$ cat src/design/pwsc_pkg.sv
`default_nettype none
package pwsc_pkg;

    localparam int MAX_WIDTH = 4096;
    localparam int DIV_STEPS = 34;
    localparam logic [16:0] LOG2E_Q16 = 17'd94548;
    localparam logic [47:0] SUM_MAX = 48'hFFFF_FFFF_FFFF;

    localparam logic [2:0] CFG_ALPHA          = 3'd0;
    localparam logic [2:0] CFG_COLOUR_LIMIT   = 3'd1;
    localparam logic [2:0] CFG_GRADIENT_LIMIT = 3'd2;
    localparam logic [2:0] CFG_WEIGHT_GAMMA   = 3'd3;
    localparam logic [2:0] CFG_DISPARITY_MIN  = 3'd4;
    localparam logic [2:0] CFG_DISPARITY_MAX  = 3'd5;
    localparam logic [2:0] CFG_IMAGE_WIDTH    = 3'd6;
    localparam logic [2:0] CFG_PUNISH_COST    = 3'd7;

    typedef enum logic [2:0] {
        ST_IDLE,
        ST_PREP,
        ST_BLEND,
        ST_DIV,
        ST_EXP1,
        ST_EXP2,
        ST_MUL,
        ST_ACC
    } t_state;

    typedef struct packed {
        logic capture;
        logic prep;
        logic blend;
        logic div_step;
        logic exp1;
        logic exp2;
        logic mul;
        logic acc;
    } t_cmd;

    typedef struct packed {
        logic div_last;
        logic last;
        logic out_free;
    } t_status;

    // 2^-(i/16) in Q.16
    function automatic logic [16:0] pow2_neg(input logic [4:0] i);
        logic [16:0] v;
        case (i)
            5'd0:  v = 17'd65536;
            5'd1:  v = 17'd62757;
            5'd2:  v = 17'd60097;
            5'd3:  v = 17'd57549;
            5'd4:  v = 17'd55109;
            5'd5:  v = 17'd52773;
            5'd6:  v = 17'd50535;
            5'd7:  v = 17'd48393;
            5'd8:  v = 17'd46341;
            5'd9:  v = 17'd44376;
            5'd10: v = 17'd42495;
            5'd11: v = 17'd40693;
            5'd12: v = 17'd38968;
            5'd13: v = 17'd37316;
            5'd14: v = 17'd35734;
            5'd15: v = 17'd34219;
            5'd16: v = 17'd32768;
            default: v = 17'd32768;
        endcase
        return v;
    endfunction

endpackage
`default_nettype wire

$ cat src/design/pwsc_ctrl.sv
`default_nettype none
module pwsc_ctrl (
    input  wire logic              i_clk,
    input  wire logic              i_rst_n,
    input  wire logic              i_valid,
    output logic                   o_ready,
    input  wire pwsc_pkg::t_status i_status,
    output pwsc_pkg::t_cmd         o_cmd
);
    import pwsc_pkg::*;

    t_state r_state, n_state;

    always_ff @(posedge i_clk) begin
        if (!i_rst_n) begin
            r_state <= ST_IDLE;
        end else begin
            r_state <= n_state;
        end
    end

    always_comb begin
        n_state = r_state;
        case (r_state)
            ST_IDLE:  if (i_valid) n_state = ST_PREP;
            ST_PREP:  n_state = ST_BLEND;
            ST_BLEND: n_state = ST_DIV;
            ST_DIV:   if (i_status.div_last) n_state = ST_EXP1;
            ST_EXP1:  n_state = ST_EXP2;
            ST_EXP2:  n_state = ST_MUL;
            ST_MUL:   n_state = ST_ACC;
            ST_ACC:   if (!i_status.last || i_status.out_free) n_state = ST_IDLE;
            default:  n_state = ST_IDLE;
        endcase
    end

    always_comb begin
        o_cmd   = '0;
        o_ready = 1'b0;
        case (r_state)
            ST_IDLE: begin
                o_ready     = 1'b1;
                o_cmd.capture = i_valid;
            end
            ST_PREP:  o_cmd.prep = 1'b1;
            ST_BLEND: o_cmd.blend = 1'b1;
            ST_DIV:   o_cmd.div_step = 1'b1;
            ST_EXP1:  o_cmd.exp1 = 1'b1;
            ST_EXP2:  o_cmd.exp2 = 1'b1;
            ST_MUL:   o_cmd.mul = 1'b1;
            ST_ACC:   o_cmd.acc = !i_status.last || i_status.out_free;
            default:  o_cmd = '0;
        endcase
    end

endmodule
`default_nettype wire

$ cat config.mk
export PLATFORM = sky130hd
export DESIGN_NAME = pwsc_ctrl
export DESIGN_NICKNAME = d
export VERILOG_FILES = /design/src/design/pwsc_pkg.sv /design/src/design/pwsc_ctrl.sv
export SDC_FILE = /design/constraint.sdc
export NUM_CORES = 1
export LEC_CHECK = 0
export BUFFER_PORTS_ARGS = -buffer_cell sky130_fd_sc_hd__buf_4
export CAP_MARGIN = 10
export CORE_AREA = 5 5 42 44
export DETAILED_ROUTE_END_ITERATION = 8
export DIE_AREA = 0 0 47 49
export SYNTH_ARGS = -nofsm -noshare
export SYNTH_HDL_FRONTEND = slang
export SYNTH_SLANG_ARGS = --single-unit
$ cat constraint.sdc
create_clock -name i_clk -period 0.8 [get_ports i_clk]
set_input_delay 0.04 -clock i_clk [delete_from_list [all_inputs] [get_ports i_clk]]
set_output_delay 0.04 -clock i_clk [all_outputs]
set_load 0.05 [all_outputs]
==> results.tsv <==
metric	value	unit
status	complete, but fails checks	
failing checks	setup timing	
post-synthesis compound-gate area fraction	0.179	
Total GRT Usage	0.0775	
vias in the first global route	333	
starting DRC count in detailed routing	0	
first drt pass iteration count	1	
starting density of the core	0.179	
global-route wire length before repair	1300	um
switch share	0.364	
NetSw	0.331	mW
Slowest-stage cell, CP	dfxtp_4	
sequential area share after synthesis	0.239	
Stages on worst setup path	4	
largest net degree at the start of global routing	11	
top flop regs	r_state x3	
CTS tree	yes	
CP top delay family	flip-flops	
max-slew violation count	0	
Max Clock Freq	0.845	GHz
Internal	0.578	mW
power share of the clock group	0.292	
FF+latch count, synth	3	
DRC Markers	0	
Startpoint Class	register	
worst flop-to-flop path startpoint	r_state[1]	
Critical Path End	o_cmd[7]	
adder-cell share of the synthesized area	0	
post-layout util	0.433	
Clock transition at path regs	0.04	ns
simple-gate area share of the yosys netlist	0.433	
combinational power share	0.497	
max reg flops	3	
GP Congestion	0.696	
Die Wd	47	um
share of cells above drive strength 1	0.885	
Longest Clk Path Bufs	2	
DRT antenna net count	0	
Post-Syn Area	251	um^2
CP max stage delay	0.35	ns
static leakage	0.243	nW
MaxCap Viol Count	0	
hold_buf cts	0	
Final nets	59	
clk root buf	clkbuf_4	
placed wire-length estimate	509	um
Biggest register	r_state	
Routed WL per cell	11.8	um
I/O pin count	15	
Vias	285	
count of unique library cells instantiated by Yosys	20	
Crit. End Element	output port	
final setup vio count	12	
main combinational cell family by area after synthesis	simple AND/OR/NAND/NOR gates	
Mapped Cells	28	
Routed WL	804	um
FF-to-FF End	r_state[0]	
total CTS buffers	3	
CP Launch Point	r_state[0]	
total global routing overflow	0	
Peak VDD IR	0.702	mV
pwr/cell area	1500	nW/um^2
DIE AREA	2300	um^2
final hold violation count	0	
Avg Cell Area, Syn	8.98	um^2
CTS sink cnt	3	
Final WS setup	-0.383	ns
Period Utilization, post-route	1.48	
Core Area	1400	um^2
most common cell after layout, fill and taps aside	buf_6	
synth warn	0	
relative slew slack	0.841	
# diodes	0	
post-synthesis xor/xnor area fraction	0	
H-tree Lvls	1	
worst reg2reg setup slack	-0.15	ns
post-synthesis mux area share	0	
WP data required	0.76	ns
crit path time final	1.18	ns
Post-Syn Nets	34	
worst hold path type	in2reg	
Flop pwr share	0.211	
crit-path cells	buf_12 > nor3_4 > and2_4 > buf_8	
actual slew at the worst max-slew pin	0.236	ns
initial antenna violation count	0	
IO Port Bufs	14	
Crit Path Class	reg2out	
Reg2Reg Depth	4	
worst-skew pair later-pin latency	0.23	ns
Setup Skew	0.00283	ns
Buf/Inv on CP	2	
most frequent cells in the layout	10 x buf_6, 8 x buf_4	
Core Rows	14	
area grow syn2layout	141	%
RSZ-0062 raised after global routing	true	
Die Y-Extent	49	um
worst-path fanout max	5	
average via count per standard cell	4.19	
Fin Hold WS	0.0751	ns
arrival time worst endpoint	1.14	ns
cells in the mapped netlist, drive strengths merged:
cell	n	area, um^2
nor2	4	15.0
buf	3	33.8
dfxtp	3	60.1
nor3	3	31.3
o21ai	3	18.8
a21oi	2	10.0
nor3b	2	20.0
a21boi	1	7.51
and2	1	6.26
and2b	1	10.0
inv	1	3.75
nand2	1	6.26
nand2b	1	13.8
nand4	1	6.26
o311ai	1	8.76
routing by layer:
layer  vias up  share of wire  GRT usage
li1        143              -          -
met1       136           0.34     0.0793
met2         6           0.62      0.138
met3         0          0.036    0.00369
met4         0              0     0.0553
met5         -              0          0
power groups by stage:
| stage | clock (mW) | combinational [mW] | sequential [mW] |
|---|---|---|---|
| after floorplan | 0 | 0.253 | 0.169 |
| after global placement | 0 | 0.334 | 0.188 |
| after detailed placement | 0 | 0.336 | 0.189 |
| after CTS | 0.267 | 0.451 | 0.192 |
| after global routing | 0.289 | 0.472 | 0.196 |
| final | 0.266 | 0.451 | 0.192 |
worst reg2reg max path, delay by kind of cell, from the launching register on:
family                 cells  cell delay, ns
AOI/OAI and AO/OA          1            0.08
buffers and inverters      1            0.10
DFF                        1            0.41
and+or+nand+nor            2            0.28
repair_timing:
item / in CTS / in global routing
buffers inserted: 3 / 2
endpoints found under the setup margin: 12 / 12
pin swaps: 6 / 3
cloned: 1 / 0
endpoints found under the hold margin: 0 / 0
gates resized for setup: 27 / 4
through the flow:
stage	worst slack [ns]	TNS (ns)	instances	power, mW	cell area [um^2]
5_1_grt	-0.417	-3.92	68	0.957	607
4_1_cts	-0.386	-3.52	67	0.911	601
3_3_place_gp	-0.256	-2.72	59	0.522	424
3_5_place_dp	-0.259	-2.79	59	0.525	424
6_report	-0.383	-3.35	68	0.909	607
2_1_floorplan	-0.485	-2.85	28	0.422	290
layout make-up:
cell class | count | area, um^2
Sequential cell | 3 | 71.3
Clock buffer | 4 | 26.3
Tap cell | 16 | 20.0
Fill cell | 158 | 795
Multi-Input combinational cell | 21 | 225
Timing Repair Buffer | 23 | 258
Inverter | 1 | 6.26
kinds of logic (layout without fill, tap and decap cells):
logic type | Yosys count | after routing
DFF | 3 | 3
buffers and inverters | 4 | 28
AOI/OAI and AO/OA | 7 | 7
and+or+nand+nor | 14 | 14
worst min path at each step:
stage / start / endpoint / slack, ns / cells after the start
3_5_place_dp: i_rst_n / r_state[2] / 0.32 / 2
3_3_place_gp: i_rst_n / r_state[2] / 0.32 / 2
6_report: i_rst_n / r_state[0] / 0.08 / 3
4_1_cts: i_rst_n / r_state[0] / 0.07 / 3
5_1_grt: i_rst_n / r_state[0] / 0.09 / 3
2_1_floorplan: i_rst_n / r_state[1] / 0.18 / 2
Power figures use the tool's default switching activity.
